<file path="src/rtl/core/stts_pkg.sv">
// Package for the sorted time table search block.
// Holds the beat types, opcode and sequencer state codes and shared constants.
// No dependencies.
package stts_pkg;

  // Default table depth
  localparam int TABLE_ENTRIES_DEF = 256;

  // Largest accepted timestamp: 100:39.999 in milliseconds
  localparam logic [31:0] MAX_STAMP = 32'd6039999;

  localparam int TIME_W  = 23;
  localparam int KEY_W   = 32;
  localparam int INDEX_W = 8;
  localparam int RES_W   = 9;

  typedef enum logic [1:0] {
    OP_CLEAR  = 2'd0,
    OP_INSERT = 2'd1,
    OP_FIND   = 2'd2,
    OP_READ   = 2'd3
  } op_t;

  typedef enum logic [2:0] {
    ST_IDLE,
    ST_INS_TEST,
    ST_INS_CMP,
    ST_FND_TEST,
    ST_FND_CMP,
    ST_RD_WAIT,
    ST_DONE
  } state_t;

  // Command beat
  typedef struct packed {
    op_t                  opcode;
    logic [KEY_W-1:0]     time_value;
    logic [INDEX_W-1:0]   entry_index;
  } cmd_t;

  // Result beat
  typedef struct packed {
    logic signed [RES_W-1:0] found_index;
    logic [TIME_W-1:0]       entry_time;
    logic                    entry_valid;
    logic                    rejected;
    logic [RES_W-1:0]        entry_count;
  } res_t;

  // Sequencer status toward the output stage
  typedef struct packed {
    logic idle;
    logic done;
  } status_t;

endpackage

</file>
<file path="src/rtl/core/stts_cmp.sv">
// Shared magnitude comparator: stored timestamp against the latched key.
// Depends on stts_pkg for field widths.
module stts_cmp (
  input  logic [stts_pkg::TIME_W-1:0] stamp,
  input  logic [stts_pkg::KEY_W-1:0]  key,
  output logic                        gt
);

  // Stamp zero-extended to the key width
  assign gt = stts_pkg::KEY_W'(stamp) > key;

endmodule

</file>
<file path="config.mk">
export PLATFORM = sky130hd
export DESIGN_NAME = stts_cmp
export DESIGN_NICKNAME = d
export VERILOG_FILES = /design/src/rtl/core/stts_pkg.sv /design/src/rtl/core/stts_cmp.sv
export SDC_FILE = /design/constraint.sdc
export NUM_CORES = 1
export LEC_CHECK = 0
export ABC_AREA = 1
export ABC_CLOCK_PERIOD_IN_PS = 2300
export BUFFER_PORTS_ARGS = -buffer_cell sky130_fd_sc_hd__buf_4
export CORE_MARGIN = 5
export CORE_UTILIZATION = 41
export DETAILED_ROUTE_END_ITERATION = 12
export GPL_ROUTABILITY_DRIVEN = 0
export GPL_TIMING_DRIVEN = 0
export PLACE_DENSITY = 0.84
export REMOVE_ABC_BUFFERS = 1
export SLEW_MARGIN = 40
export SYNTH_ARGS = -nofsm -noshare
export SYNTH_HDL_FRONTEND = slang
export SYNTH_SLANG_ARGS = --single-unit
</file>
<file path="constraint.sdc">
create_clock -name vclk -period 2.3
set_input_delay 0.575 -clock vclk [all_inputs]
set_output_delay 0.575 -clock vclk [all_outputs]
set_load 0.005 [all_outputs]
</file>
# Yosys cells after proc, flatten, opt, wreduce, memory -nomap -nowiden
# Cells that the tools add are included.
# op_classes
add_sub_neg,0
n_eq_ne,0
mux,0
div_mod_pow,0
n_mul,0
shifts,0
bitwise_logic,0
n_lt_le_gt_ge,1
reduce_logical,0
# op_table
operator,count
23-bit by 32-bit greater-than comparator with 1-bit output,1
# totals
output_inout_bits,1
rom_bits,0
memories,0
wordCells,1
latchBits,0
register_bits,0
mem_bits_rw,0

# Logic depth before layout (Yosys ltp)
# depth
depth_word,1
depth_mapped,13

# Worst setup path after synthesis
# OpenSTA, ideal clock, no wires.
# synth_path
kind,input -> output
start,in key[22] (netlist bit)
end,out gt
path_buffers,0
slack_ns,0.252
path_stages,8
arrival_ns,1.473
path_cell_list,inv_1 -> ha_1 -> nand2_1 -> nor3_1 -> nand3_1 -> nor2_2 -> nand2_1 -> a21oi_1
# synth_between
elab_chain_len,1
# synth_lines
item,line,source
from (decl),stts_cmp.sv:5,"input logic [stts_pkg::KEY_W-1:0] key,"
23-bit by 32-bit greater-than comparator with 1-bit output,stts_cmp.sv:10,assign gt = stts_pkg::KEY_W'(stamp) > key;
to (decl),stts_cmp.sv:6,output logic gt
# No other way between the ends.

# Worst setup path after layout
# layout_path
start,in key[11] (netlist bit)
end,out gt
# Same word-level chain as after synthesis.

==> out/metrics.yaml <==
status: "finished with violations"
violations: "setup timing"
path_max_fanout: 3
syn_area_sq_um: 664.4
worstPathArrival_ns: 1.86
final_cells: 182
synth_cell_types: 15
hpwl_mm: 1.765
seq_cells: 0
period_share: 1.059
finalSetupViolCount: 1
syn_to_final_growth_pct: 95.67
die_h_um: 50.26
groute.usage.overall: 0.1533
end_kind: "output port"
io_pins: 56
antenna_left: 0
slowest_delay_ns: 0.29
critPathTopFamily: "simple AND/OR/NAND/NOR gates"
die-area_sq_um: 2526
ys_seq_area_frac: 0
first_global_vias: 869
die_width_um: 50.26
grt_pass1_wl_mm: 3.325
path_cells: "buf_6, inv_4, ha_4, nand4_1, nor3_2, nand2_1, nand2_1, nand2_1, a21oi_2, buf_4"
crit_path_frequent_cell: "nand2_1"
pre_cts_ws_ns: -0.1051
first_iter_violations: 10
rows: 14
hold_path_end: "gt"
wl_mm: 2.385
path_buf_inv: 3
num_vias: 894
final_hold_viol_count: 0
synth_largest_area_cell: "ha_1"
cts_hold_buffers: 0
critPathKind: "primary input to output port"
worst_slack_ns: -0.1356
min_path_cells: 5
relSlewSlack: 0.8452
nets: 246
hold-worst-slack_ns: 1.586
crit_path_start_kind: "primary input"
cp-startpoint: "key[11]"
drv_cap: 0
power.density_nw_per_um2: 164.1
min_from: "key[23]"
synth_area_leaders: "ha_1, inv_1, nand2_1"
place_inst: 181
diodes: 0
min_period_ns: 2.436
vias_per_cell: 4.912
overflow: 0
required_ns: 1.73
firstDrtPassIters: 4
leakage_nw: 0.7346
fmax_ghz: 0.4106
worst_hold_path_type: "primary input to output port"
rsz0062_at_grt: "true"
nClkBuffers: 0
grt_max_degree: 4
ys_warn_count: 0
fillerInstances: 100
cpMaxStageDelayCell: "nor3_2"
portBuffers: 56
p_total_mw: 0.2133
wl_per_cell_um: 13.10
drc: 0
synthCells: 109
syn_avg_cell_area_sq_um: 6.095
regArea_sq_um: 0
worst_slew_pin_slew_ns: 0.2309
drv_slew: 0
drive_gt1_frac: 0.5120
synth_top_cell_area_share: 0.4331
antenna_found_initial: 0
start_util: 0.4360
ir_drop_v: 0.0001113
coreArea_sq_um: 1524
==> worst max-delay path by stage <==
stage | cells after the start | endpoint | slack (ns)
after floorplan | 8 | gt | 0.25
after global placement | 9 | gt | -0.02
after detailed placement | 9 | gt | -0.11
after CTS | 9 | gt | 0.003
after global routing | 10 | gt | -0.14
final | 10 | gt | -0.14
==> cell usage after synthesis <==
library cell,instances
nor2_2,2
o21ai_0,3
nand3_1,2
nand2_1,21
a21oi_1,10
nor2_1,7
nand4_1,2
inv_1,30
ha_1,23
nand2_2,1
and2_1,1
nor3_1,2
a21o_1,2
or2_1,2
and3b_1,1
==> where the power goes <==
group,leakage (nW),switching (mW),internal (mW)
clock network,0,0,0
logic,0.735,0.0901,0.123
registers,0,0,0
==> cell usage in the layout (no fill, tap or decap), types with 2 or more instances in the layout <==
master,n
buf_4,51
inv_1,22
nand2_1,19
ha_1,13
ha_4,10
a21oi_1,9
nor2_1,6
buf_6,6
inv_2,5
inv_4,3
nand2_2,3
nor2_2,3
a21o_1,2
nand4_1,2
or2_1,2
o21ai_0,2
==> what timing repair did <==
item                                   4_1_cts  5_1_grt
gates resized for setup                      6       30
pin swaps                                    0        9
setup endpoints to repair                    1        1
setup buffers                                0        1
endpoints found under the hold margin        0        0
==> layer usage <==
metal | GRT usage | routed length [um] | vias to the layer above
met1 | 0.1649 | 807 | 398
met3 | 0.01775 | 133 | 4
met4 | 0 | 42 | 0
met2 | 0.3243 | 1402 | 33
met5 | 0 | 0 | -
li1 | - | - | 459
==> cells by family (layout without fill, tap and decap cells) <==
| kind of cell | count (synthesis) | in the layout | synth area share |
|---|---|---|---|
| buf+inv | 30 | 87 | 0.1695 |
| compound gates | 15 | 15 | 0.1205 |
| fa+ha+maj | 23 | 23 | 0.4332 |
| simple gates | 41 | 41 | 0.2769 |
==> per-stage QoR <==
step | cell area [sq um] | util | TNS (ns)
after floorplan | 664.4 | - | 0
after global placement | 1105 | 0.7250 | -0.02317
after detailed placement | 1105 | 0.7250 | -0.1051
after CTS | 1150 | 0.7545 | 0
after global routing | 1300 | 0.8530 | -0.1385
final | 1300 | 0.8530 | -0.1356
==> layout make-up <==
cell class	instances	area (sq um)	share of cell area
Inverter	30	120.1	0.09240
Tap cell	16	20.02	0.01540
Multi-Input combinational cell	79	709.4	0.5457
Timing Repair Buffer	57	450.4	0.3465
(Power assumes the default switching activity.)
