===== config.mk =====
export PLATFORM = sky130hd
export DESIGN_NAME = stts_ctrl
export DESIGN_NICKNAME = d
export VERILOG_FILES = /design/src/rtl/core/stts_pkg.sv /design/src/rtl/core/stts_ctrl.sv
export SDC_FILE = /design/constraint.sdc
export NUM_CORES = 1
export LEC_CHECK = 0
export BUFFER_PORTS_ARGS = -buffer_cell sky130_fd_sc_hd__buf_2
export CORE_MARGIN = 2
export CORE_UTILIZATION = 50
export DETAILED_ROUTE_END_ITERATION = 10
export PLACE_DENSITY = 0.88
export SETUP_SLACK_MARGIN = 0.1
export SLEW_MARGIN = 20
export SYNTH_ARGS = -nofsm -noshare
export SYNTH_HDL_FRONTEND = slang
export SYNTH_SLANG_ARGS = --single-unit

===== constraint.sdc =====
create_clock -name clk -period 3.5 [get_ports clk]
set_clock_uncertainty 0.05 [all_clocks]
set_input_delay 0.7 -clock clk [delete_from_list [all_inputs] [get_ports clk]]
set_output_delay 0.7 -clock clk [all_outputs]
set_load 0.01 [all_outputs]

===== src/rtl/core/stts_pkg.sv =====
// Package for the sorted time table search block.
// Holds the beat types, opcode and sequencer state codes and shared constants.
// No dependencies.
package stts_pkg;

  // Default table depth
  localparam int TABLE_ENTRIES_DEF = 256;

  // Largest accepted timestamp: 100:39.999 in milliseconds
  localparam logic [31:0] MAX_STAMP = 32'd6039999;

  localparam int TIME_W  = 23;
  localparam int KEY_W   = 32;
  localparam int INDEX_W = 8;
  localparam int RES_W   = 9;

  typedef enum logic [1:0] {
    OP_CLEAR  = 2'd0,
    OP_INSERT = 2'd1,
    OP_FIND   = 2'd2,
    OP_READ   = 2'd3
  } op_t;

  typedef enum logic [2:0] {
    ST_IDLE,
    ST_INS_TEST,
    ST_INS_CMP,
    ST_FND_TEST,
    ST_FND_CMP,
    ST_RD_WAIT,
    ST_DONE
  } state_t;

  // Command beat
  typedef struct packed {
    op_t                  opcode;
    logic [KEY_W-1:0]     time_value;
    logic [INDEX_W-1:0]   entry_index;
  } cmd_t;

  // Result beat
  typedef struct packed {
    logic signed [RES_W-1:0] found_index;
    logic [TIME_W-1:0]       entry_time;
    logic                    entry_valid;
    logic                    rejected;
    logic [RES_W-1:0]        entry_count;
  } res_t;

  // Sequencer status toward the output stage
  typedef struct packed {
    logic idle;
    logic done;
  } status_t;

endpackage


===== src/rtl/core/stts_ctrl.sv =====
// Sequencer for clear, insert (shift toward the tail), find (binary search) and read.
// Depends on stts_pkg; drives the table RAM and the shared comparator.
module stts_ctrl #(
  parameter int TABLE_ENTRIES = stts_pkg::TABLE_ENTRIES_DEF,
  localparam int AW   = $clog2(TABLE_ENTRIES),
  localparam int CW   = $clog2(TABLE_ENTRIES + 1),
  localparam int CMPW = (CW > stts_pkg::INDEX_W) ? CW : stts_pkg::INDEX_W
) (
  input  logic                         clk,
  input  logic                         rst,
  input  logic                         cmd_valid,
  input  stts_pkg::cmd_t               cmd,
  input  logic                         take,
  output stts_pkg::status_t            status,
  output stts_pkg::res_t               result,
  output logic                         ram_we,
  output logic [AW-1:0]                ram_waddr,
  output logic [stts_pkg::TIME_W-1:0]  ram_wdata,
  output logic [AW-1:0]                ram_raddr,
  input  logic [stts_pkg::TIME_W-1:0]  ram_rdata,
  output logic [stts_pkg::TIME_W-1:0]  cmp_stamp,
  output logic [stts_pkg::KEY_W-1:0]   cmp_key,
  input  logic                         cmp_gt
);

  stts_pkg::state_t state, state_next;

  logic [CW-1:0] count, count_next;
  logic [CW-1:0] p, p_next;
  logic [CW-1:0] lo, lo_next;
  logic [CW-1:0] hi, hi_next;
  logic [CW-1:0] mid, mid_next;
  logic [CW:0]   mid_sum;
  logic [stts_pkg::KEY_W-1:0] key, key_next;
  logic signed [stts_pkg::RES_W-1:0] found, found_next;
  logic [stts_pkg::TIME_W-1:0] etime, etime_next;
  logic evalid, evalid_next;
  logic rej, rej_next;

  // State and count registers
  always_ff @(posedge clk) begin
    if (rst) begin
      state <= stts_pkg::ST_IDLE;
      count <= '0;
    end else begin
      state <= state_next;
      count <= count_next;
    end
  end

  // Working and result registers
  always_ff @(posedge clk) begin
    p      <= p_next;
    lo     <= lo_next;
    hi     <= hi_next;
    mid    <= mid_next;
    key    <= key_next;
    found  <= found_next;
    etime  <= etime_next;
    evalid <= evalid_next;
    rej    <= rej_next;
  end

  assign cmp_stamp = ram_rdata;
  assign cmp_key   = key;
  assign mid_sum   = (CW + 1)'(lo) + (CW + 1)'(hi);

  // Next state and datapath control
  always_comb begin
    state_next  = state;
    count_next  = count;
    p_next      = p;
    lo_next     = lo;
    hi_next     = hi;
    mid_next    = mid;
    key_next    = key;
    found_next  = found;
    etime_next  = etime;
    evalid_next = evalid;
    rej_next    = rej;
    ram_we      = 1'b0;
    ram_waddr   = AW'(p);
    ram_wdata   = key[stts_pkg::TIME_W-1:0];
    ram_raddr   = '0;

    unique case (state)
      stts_pkg::ST_IDLE: begin
        if (cmd_valid) begin
          key_next    = cmd.time_value;
          found_next  = -9'sd1;
          etime_next  = '0;
          evalid_next = 1'b0;
          rej_next    = 1'b0;
          unique case (cmd.opcode)
            stts_pkg::OP_CLEAR: begin
              count_next = '0;
              state_next = stts_pkg::ST_DONE;
            end
            stts_pkg::OP_INSERT: begin
              if (cmd.time_value > stts_pkg::MAX_STAMP || count == CW'(TABLE_ENTRIES)) begin
                rej_next   = 1'b1;
                state_next = stts_pkg::ST_DONE;
              end else begin
                p_next     = count;
                state_next = stts_pkg::ST_INS_TEST;
              end
            end
            stts_pkg::OP_FIND: begin
              lo_next    = '0;
              hi_next    = count;
              state_next = stts_pkg::ST_FND_TEST;
            end
            stts_pkg::OP_READ: begin
              if (CMPW'(cmd.entry_index) < CMPW'(count)) begin
                ram_raddr  = AW'(cmd.entry_index);
                state_next = stts_pkg::ST_RD_WAIT;
              end else begin
                state_next = stts_pkg::ST_DONE;
              end
            end
            default: state_next = stts_pkg::ST_DONE;
          endcase
        end
      end

      // Insert: walk down from the tail, moving larger entries up one slot
      stts_pkg::ST_INS_TEST: begin
        if (p == '0) begin
          ram_we     = 1'b1;
          count_next = count + CW'(1);
          state_next = stts_pkg::ST_DONE;
        end else begin
          ram_raddr  = AW'(p - CW'(1));
          state_next = stts_pkg::ST_INS_CMP;
        end
      end

      stts_pkg::ST_INS_CMP: begin
        ram_we = 1'b1;
        if (cmp_gt) begin
          ram_wdata  = ram_rdata;
          p_next     = p - CW'(1);
          state_next = stts_pkg::ST_INS_TEST;
        end else begin
          count_next = count + CW'(1);
          state_next = stts_pkg::ST_DONE;
        end
      end

      // Find: lo counts entries known to be at or before the key
      stts_pkg::ST_FND_TEST: begin
        if (lo == hi) begin
          found_next = $signed(stts_pkg::RES_W'(lo) - 9'd1);
          state_next = stts_pkg::ST_DONE;
        end else begin
          mid_next   = mid_sum[CW:1];
          ram_raddr  = AW'(mid_sum[CW:1]);
          state_next = stts_pkg::ST_FND_CMP;
        end
      end

      stts_pkg::ST_FND_CMP: begin
        if (cmp_gt) begin
          hi_next = mid;
        end else begin
          lo_next = mid + CW'(1);
        end
        state_next = stts_pkg::ST_FND_TEST;
      end

      stts_pkg::ST_RD_WAIT: begin
        etime_next  = ram_rdata;
        evalid_next = 1'b1;
        state_next  = stts_pkg::ST_DONE;
      end

      stts_pkg::ST_DONE: begin
        if (take) begin
          state_next = stts_pkg::ST_IDLE;
        end
      end

      default: state_next = stts_pkg::ST_IDLE;
    endcase
  end

  assign status.idle = (state == stts_pkg::ST_IDLE);
  assign status.done = (state == stts_pkg::ST_DONE);

  assign result.found_index = found;
  assign result.entry_time  = etime;
  assign result.entry_valid = evalid;
  assign result.rejected    = rej;
  assign result.entry_count = stts_pkg::RES_W'(count);

  // Checks
  a_count_bound: assert property (@(posedge clk) disable iff (rst)
    count <= CW'(TABLE_ENTRIES))
    else $error("table count above depth");

  a_write_only_insert: assert property (@(posedge clk) disable iff (rst)
    ram_we |-> (state == stts_pkg::ST_INS_TEST || state == stts_pkg::ST_INS_CMP))
    else $error("table written outside insert");

  a_shift_not_at_head: assert property (@(posedge clk) disable iff (rst)
    state == stts_pkg::ST_INS_CMP |-> p != '0 && p <= count)
    else $error("insert shift position out of range");

  a_search_window: assert property (@(posedge clk) disable iff (rst)
    (state == stts_pkg::ST_FND_TEST || state == stts_pkg::ST_FND_CMP) |-> lo <= hi && hi <= count)
    else $error("search window inverted");

  a_probe_inside: assert property (@(posedge clk) disable iff (rst)
    state == stts_pkg::ST_FND_CMP |-> mid < count && mid >= lo && mid < hi)
    else $error("search probe outside table");

endmodule


# Word level (Yosys, flattened, before mapping)
# Cells that the tools add are included.
# op_classes
magnitude_cmp	2
mux	45
add_sub_neg	5
n_bitwise	1
eq_ne	23
n_reduce_logical	18
# ops
operator	count
$mux W9	16
$pmux W9 S2	4
$mux W23	3
$pmux W23 S2	1
$mux W8	5
$gt A32 B23 Y1 const B	1
$pmux W9 S3	1
$pmux W8 S3	1
$pmux W3 S7	1
$add A9 B1 Y9 const B	2
$ne A2 B2 Y1 const B	9
$sub A9 B1 Y9 const B	2
$mux W3	5
$pmux W3 S4	1
$add A9 B9 Y10	1
$reduce_and A5 Y1	2
$eq A3 B3 Y1 const B	3
$eq A9 B9 Y1	1
$eq A9 B9 Y1 const B	1
$logic_not A9 Y1	1
$lt A8 B9 Y1	1
$reduce_and A2 Y1	4
$reduce_and A4 Y1	2
$reduce_bool A2 Y1	4
other kinds (14)	22
# totals
output_inout_bits	140
in_bits	70
ff_bits	114

# Longest topological paths before layout
# Gate-level depths: netlist of run 1.
# depth
ltp_word	6
mapped_depth	8
ltp_nobuf	8

# Worst setup path before layout of run 1
# Ideal clock, no wire load.
# synth_path
path_kind	register to register
start	register state[0]
end	register etime[0] in the netlist's numbering, enable pin
stages_incl_launch_ff	4
required_ns	3.012
period_less_slack_ns	2.878
arrival_time_ns	2.390
setup_time_ns	0.438
path_slack_ns	0.622
path_cell_list	dfxtp_1 -> clkbuf_1 -> nand2_1 -> o21ai_0
# synth_via
elab_chain_cells	3
# synth_lines
item	line_no	text
start: declaration	stts_ctrl.sv:26	stts_pkg::state_t state, state_next;
start signal: assignment	stts_ctrl.sv:43	state <= stts_pkg::ST_IDLE;
start signal: assignment	stts_ctrl.sv:46	state <= state_next;
$eq A3 B3 Y1 or $logic_not A3 Y1 (tied branches)	stts_ctrl.sv:86	unique case (state)
$reduce_bool A2 Y1 (no source line) or $ne A2 B2 Y1 (tied branches)	--	
$reduce_and A2 Y1 (no source line) (*)	--	
end signal: assignment	stts_ctrl.sv:59	etime <= etime_next;
end: declaration	stts_ctrl.sv:36	logic [stts_pkg::TIME_W-1:0] etime, etime_next;
# Every way passes the cells marked *; elsewhere a longest branch is shown, timed or not.
# A chain may end at the register's enable or synchronous reset.

# Worst setup path after layout of run 1
# layout_path
start	register lo[0]
end	output port ram_raddr[7]
# layout_via
elab_chain_cells	3
# layout_lines
item	line_no	text
start: declaration	stts_ctrl.sv:30	logic [CW-1:0] lo, lo_next;
start signal: assignment	stts_ctrl.sv:54	lo <= lo_next;
$add A9 B9 Y10	stts_ctrl.sv:66	assign mid_sum = (CW + 1)'(lo) + (CW + 1)'(hi);
net mid_sum[8]	stts_ctrl.sv:33	logic [CW:0] mid_sum;
$mux W8	stts_ctrl.sv:152	if (lo == hi) begin
$pmux W8 S3	stts_ctrl.sv:86	
end: declaration	stts_ctrl.sv:19	output logic [AW-1:0] ram_raddr,
# The timed path passes the listed nets, and every way through them passes these cells.

==> results by group, run 1 <==
Worst setup path
  – Worst Path Max Fanout: 4
  – CP arrival: 2600 ps
  – Critical path buffer and inverter count: 2
  – Crit end category: output pin
  – Slowest cell delay on critical path: 370 ps
  – Kind of critical path: flip-flop to output pin
  – Top delay family on crit path: compound AO/OA/AOI/OAI gates
  – CP Launch Type: flip-flop
  – Slowest stage cell, crit path: fa_2
  – Critical path cell sequence: ha_2, inv_1, fa_2, nor2b_1, o31a_1, o22ai_2, xnor2_2, a221o_1, buf_2
  – WP data required: 2750 ps

GRT
  – Antenna violations before repair: 0
  – Largest net degree at the start of global routing: 36
  – All-Layer GR Usage: 0.252
  – Vias in the first global route: 4760
  – Gr ovfl total: 0
  – First-pass GRT wire length: 24.8 mm

Layout
  – Design Area, Final: 7810 µm²
  – Fill count: 946
  – Most frequent cells in the layout: buf_2, edfxtp_1, nor2_1
  – Footprint of the multi-input gates: 2460 µm²
  – Antenna Diode Count: 0
  – Sequential cell area: 3310 µm²
  – Area grow syn2layout: 28.9%
  – Layout cell share with drive strength beyond 1: 0.416
  – Commonest non-fill, non-tap cell in the layout: buf_2
  – Final net count: 815

Clock tree
  – CTS Root Cell: clkbuf_16
  – # clock sinks: 114
  – Clk slew on worst S/H paths: 50 ps
  – Worst-Skew Late Latency: 410 ps
  – TritonCTS buffer count: 17
  – H-tree Lvls: 4
  – Max Buffers Root-to-Sink: 2
  – CTS tree: yes

Logic synthesis
  – Syn. warnings: 0
  – Top_reg_cell synth: edfxtp_1
  – Synth Area per Inst: 11.5 µm²
  – Number of flops mapped to enable cells by yosys: 102
  – Yosys reg bits: 114
  – Count of cell types in the netlist: 65
  – Netlist Area Pre-Place: 6060 µm²
  – Sequential area share after synthesis: 0.545
  – Syn nets: 619
  – Cells after Synth: 526
  – Post-synth ARST share: 0

Floorplan
  – Core area: 11900 µm²
  – Initial Util: 0.509
  – I/O Pins: 210
  – Chip height: 114 µm
  – # rows: 40
  – DIE WIDTH: 114 µm
  – Die footprint: 13000 µm²

STA
  – Peak Freq: 299 MHz
  – Final WS setup: 150 ps
  – Final setup vio count: 0
  – Fin crit share: 0.957
  – Worst slew pin tran: 928 ps
  – Fin. max-slew vios: 0
  – Slew headroom: 0.381
  – RSZ-0062 raised after global routing: false
  – Fin crit period: 3350 ps
  – Setup TNS: 0 ps
  – Final hold vios: 0

Placement
  – Hpwl dp: 12.4 mm
  – Placer Congestion: 0.923
  – IO Port Bufs: 209
  – Post-Place Setup Slack: 355 ps
  – Dpl cell area: 7080 µm²

Worst hold path
  – Hold crit path type: primary input to flip-flop

Pwr
  – PwrDens: 804 nW/µm²
  – NetSw: 2.20 mW
  – Peak supply drop: 0.517 mV
  – Gate power share: 0.365
  – P_leak: 3.20 nW
  – Cell Int Power: 4.09 mW
  – Reg power frac: 0.355
  – Proportion of power drawn by the clock network: 0.281
  – Switching Fraction: 0.349

Route
  – Vias: 4856
  – Remaining antenna violation count: 0
  – DRC Markers: 0
  – Routed vias/inst: 5.51
  – DR WL/cell: 18.6 µm
  – Post-Route WL: 16.4 mm
  – Drt pass-1 iters: 5
  – Iter 0 DRT Violations: 361

Run status
  – Status: finished clean

Run
  – Maxcap violations: 0
## worst paths after layout
check	startpoint	to	slack (ps)	cells past startpoint
max	lo[0]	ram_raddr[7]	150	9
min	cmd[9]	cmp_key[1]	410	1
max reg2reg	state[2]	count[8]	920	8
min reg2reg	count[6]	count[6]	490	2
## cells by family (layout without fill, tap and decap cells)
| logic type | count (synthesis) | after routing | synth area share |
|---|---|---|---|
| fa+ha+maj | 23 | 23 | 0.0487 |
| flops | 114 | 114 | 0.545 |
| xor+xnor | 26 | 26 | 0.0376 |
| compound gates | 85 | 85 | 0.0991 |
| simple gates | 180 | 180 | 0.155 |
| buf+inv | 71 | 279 | 0.0648 |
| mux | 27 | 27 | 0.0496 |
## synth_stat cells (3+ instances only)
cell type | number | share of area
buf_4 | 33 | 0.041
nor3b_1 | 6 | 0.0074
inv_1 | 19 | 0.012
nand3_1 | 14 | 0.012
o21a_1 | 6 | 0.0074
ha_1 | 22 | 0.045
a221o_1 | 8 | 0.013
and3_1 | 4 | 0.0041
clkbuf_1 | 14 | 0.0087
mux2_2 | 23 | 0.043
o31ai_1 | 3 | 0.0037
edfxtp_1 | 102 | 0.51
nor3_1 | 7 | 0.0058
o21bai_1 | 3 | 0.0037
and2_1 | 28 | 0.029
nand2b_1 | 6 | 0.0062
nand4_1 | 4 | 0.0041
xnor2_1 | 17 | 0.025
nand2_1 | 38 | 0.024
a21oi_1 | 20 | 0.017
a21o_1 | 3 | 0.0037
nor4_1 | 5 | 0.0052
mux2i_1 | 3 | 0.0050
o21ai_0 | 19 | 0.016
dfxtp_1 | 12 | 0.040
a211oi_1 | 5 | 0.0062
xor2_1 | 9 | 0.013
nor2_1 | 47 | 0.029
## layer usage
| layer | vias up | wire [µm] | global-route usage | part of all wire |
|---|---|---|---|---|
| li1 | 2287 | - | - | - |
| met1 | 2328 | 6840 | 0.323 | 0.42 |
| met2 | 213 | 8310 | 0.413 | 0.51 |
| met3 | 28 | 971 | 0.0598 | 0.059 |
| met4 | 0 | 274 | 0.102 | 0.017 |
| met5 | - | 0 | 0 | 0 |
## power groups by stage
stage / logic [mW] / clock network, mW / registers, mW
final: 2.29 / 1.76 / 2.23
after global routing: 2.48 / 1.86 / 2.27
after CTS: 2.15 / 1.79 / 2.21
after detailed placement: 2.13 / 0 / 2.24
after global placement: 2.07 / 0 / 2.22
after floorplan: 1.33 / 0 / 2.25
## layout make-up
type	count	area share
multi-input combinational	341	0.315
sequential	114	0.423
tap	147	0.0235
inverter	22	0.0110
clock inverter	11	0.0208
timing repair buffer	226	0.150
clock buffer	20	0.0559
## through the flow
step                power, mW  cells  utilization  hold slack (ps)
floorplan                3.58    526            -              468
global placement         4.29    844        0.594              463
detailed placement       4.37    844        0.594              477
CTS                      6.15    876        0.646              394
global route             6.60    881        0.656              387
finish                   6.28    881        0.656              408
## registers in the layout, summed over array words and instances, names as in the netlist, 3 cells and up
signal / cells
hi: 9
etime: 23
lo: 9
state: 3
mid: 9
count: 9
found: 9
p: 9
cmp_key: 32
## repair_timing
item | 4_1_cts | 5_1_grt
hold buffers | 0 | 0
resized for setup | 3 | 15
setup endpoints to repair | 8 | 8
buffers inserted | 1 | 5
pin swaps | 0 | 4
(Power assumes the default switching activity.)
==> inputs of run 2 (changes only) <==
CORE_UTILIZATION = 49   (was 50)
PLACE_DENSITY = 0.86   (was 0.88)
clock period = 3.6 ns   (was 3.5 ns; I/O delays follow)
==> results by group, run 2 (synthesis gave the netlist of run 1 again) <==
Route
  – Routed vias/inst: 5.49
  – DR WL/cell: 18.5 µm
  – Drt pass-1 iters: 4
  – Post-Route WL: 16.8 mm
  – Met1 wire length: 6.97 mm
  – DR WL met2: 8.30 mm
  – DRC Markers: 0
  – Vias: 4967
  – Iter 0 DRT Violations: 415
  – Top sig layer: met4
  – Met3 routed wirelength: 1.07 mm
  – Remaining antenna violation count: 0

Layout
  – Design Area, Final: 7770 µm²
  – Commonest non-fill, non-tap cell in the layout: buf_2
  – Layout cell share with drive strength beyond 1: 0.404
  – Antenna Diode Count: 0
  – Area grow syn2layout: 28.2%
  – Max FFs per register: 32
  – Most frequent cells in the layout: buf_2, edfxtp_1, nor2_1
  – Final cell count without fillers: 905
  – Final net count: 817

Clock tree
  – # clock sinks: 114
  – H-tree Lvls: 4
  – CTS Root Cell: clkbuf_16
  – Max Buffers Root-to-Sink: 2
  – TritonCTS buffer count: 17
  – Clk slew on worst S/H paths: 60 ps
  – Worst-Skew Late Latency: 410 ps
  – CTS tree: yes

Worst hold path
  – Hold Path Depth: 1
  – Hold Path End: cmp_key[4]
  – Hold Path Origin: cmd[12]
  – Hold crit path type: primary input to flip-flop

STA
  – Fin crit share: 0.951
  – Peak Freq: 292 MHz
  – Fin crit period: 3420 ps
  – Slew headroom: 0.387
  – Fin. max-slew vios: 0
  – Final hold slack: 430 ps
  – Worst slew pin tran: 919 ps
  – Setup TNS: 0 ps
  – Final setup vio count: 0
  – RSZ-0062 raised after global routing: true
  – Final hold vios: 0

Placement
  – Hpwl dp: 12.8 mm
  – IO Port Bufs: 209
  – Placed Cells: 866
  – Dpl cell area: 7110 µm²
  – Placer Congestion: 0.933

Pwr
  – PwrDens: 768 nW/µm²
  – Peak supply drop: 0.468 mV
  – Cell Int Power: 3.85 mW
  – Switching Fraction: 0.354
  – Gate power share: 0.366
  – Reg power frac: 0.361
  – P_leak: 3.20 nW
  – NetSw: 2.11 mW
  – Proportion of power drawn by the clock network: 0.273

Floorplan
  – DIE WIDTH: 115 µm
  – Die footprint: 13300 µm²
  – I/O Pins: 210
  – Initial Util: 0.502
  – # rows: 40
  – Core area: 12100 µm²
  – Chip height: 115 µm

GRT
  – Largest net degree at the start of global routing: 30
  – Gr ovfl total: 0
  – First-pass GRT wire length: 25.3 mm
  – All-Layer GR Usage: 0.254
  – Vias in the first global route: 4720
  – Antenna violations before repair: 0

Worst setup path
  – WP data required: 2830 ps
  – Kind of critical path: flip-flop to output pin
  – CP Launch Type: flip-flop
  – Reg2reg setup slack: 1110 ps
  – R2r startpoint: count[0]
  – CP arrival: 2650 ps
  – Crit end category: output pin
  – Register-to-Register Path Depth: 7
  – Slowest cell delay on critical path: 440 ps
  – Worst Path Max Fanout: 5
  – Slowest stage cell, crit path: edfxtp_1
  – Critical path cell sequence: ha_1, nor2b_2, o31a_1, o211a_1, a2111oi_4, a221o_1, buf_2
  – R2r endpoint: p[1]
  – Critical path buffer and inverter count: 1
  – Top delay family on crit path: compound AO/OA/AOI/OAI gates

Run status
  – Status: finished clean

Run
  – Maxcap violations: 0
run 2: cell count changes in the layout (fill, tap and decap cells not counted), sizes merged:
cell      before  now
clkbuf        20   26
clkinv         5    4
bufinv         4    2
clkinvlp       3    1
buf          226  228
run 2: power groups by stage:
| stage | sequential (mW) | clock (mW) | combinational, mW |
|---|---|---|---|
| 3_3_place_gp | 2.16 | 0 | 2.01 |
| 2_1_floorplan | 2.18 | 0 | 1.29 |
| 4_1_cts | 2.16 | 1.64 | 2.09 |
| 6_report | 2.15 | 1.63 | 2.18 |
| 3_5_place_dp | 2.18 | 0 | 2.07 |
| 5_1_grt | 2.19 | 1.70 | 2.35 |
run 2: worst max-delay path by stage:
stage,from,to,slack [ps],depth (start not counted)
2_1_floorplan,cmd[25],p[0],720,5
3_3_place_gp,lo[0],ram_raddr[5],500,9
3_5_place_dp,cmd[2],ram_raddr[7],430,8
4_1_cts,lo[0],ram_raddr[5],130,9
5_1_grt,lo[6],ram_raddr[2],80,7
6_report,lo[2],ram_raddr[5],180,7
run 2: metal layers:
metal	vias up	global-route usage
met5	-	0
met4	0	0.105
met3	39	0.0548
met2	226	0.411
met1	2403	0.333
li1	2299	-
run 2: cell type report:
cell class	instances	area [µm²]
Fill cell	954	4290
Clock inverter	6	80.1
Tap cell	168	210
Timing Repair Buffer	228	1190
Inverter	22	86.3
Multi-Input combinational cell	341	2410
Clock buffer	26	489
Sequential cell	114	3300
run 2: what timing repair did:
| item | in CTS | in global routing |
|---|---|---|
| resized for setup | 2 | 8 |
| setup buffers | 0 | 7 |
| hold buffers | 0 | 0 |
| hold endpoints to repair | 0 | 0 |
| pin swaps | 0 | 2 |
| setup endpoints to repair | 1 | 8 |
run 2: through the flow:
step	util	setup WS, ps	total power, mW
2_1_floorplan	-	719	3.48
3_3_place_gp	0.589	496	4.17
3_5_place_dp	0.589	435	4.25
4_1_cts	0.637	127	5.89
5_1_grt	0.644	76.9	6.24
6_report	0.644	178	5.96
run 2: worst reg2reg max path: cells and delay by family (launching register included):
kind	cells	cell delay [ps]
flip-flops	1	500
adder cells (fa/ha/maj)	1	230
AO/OA/AOI/OAI	1	150
buffers and inverters	2	350
AND/OR/NAND/NOR	3	910
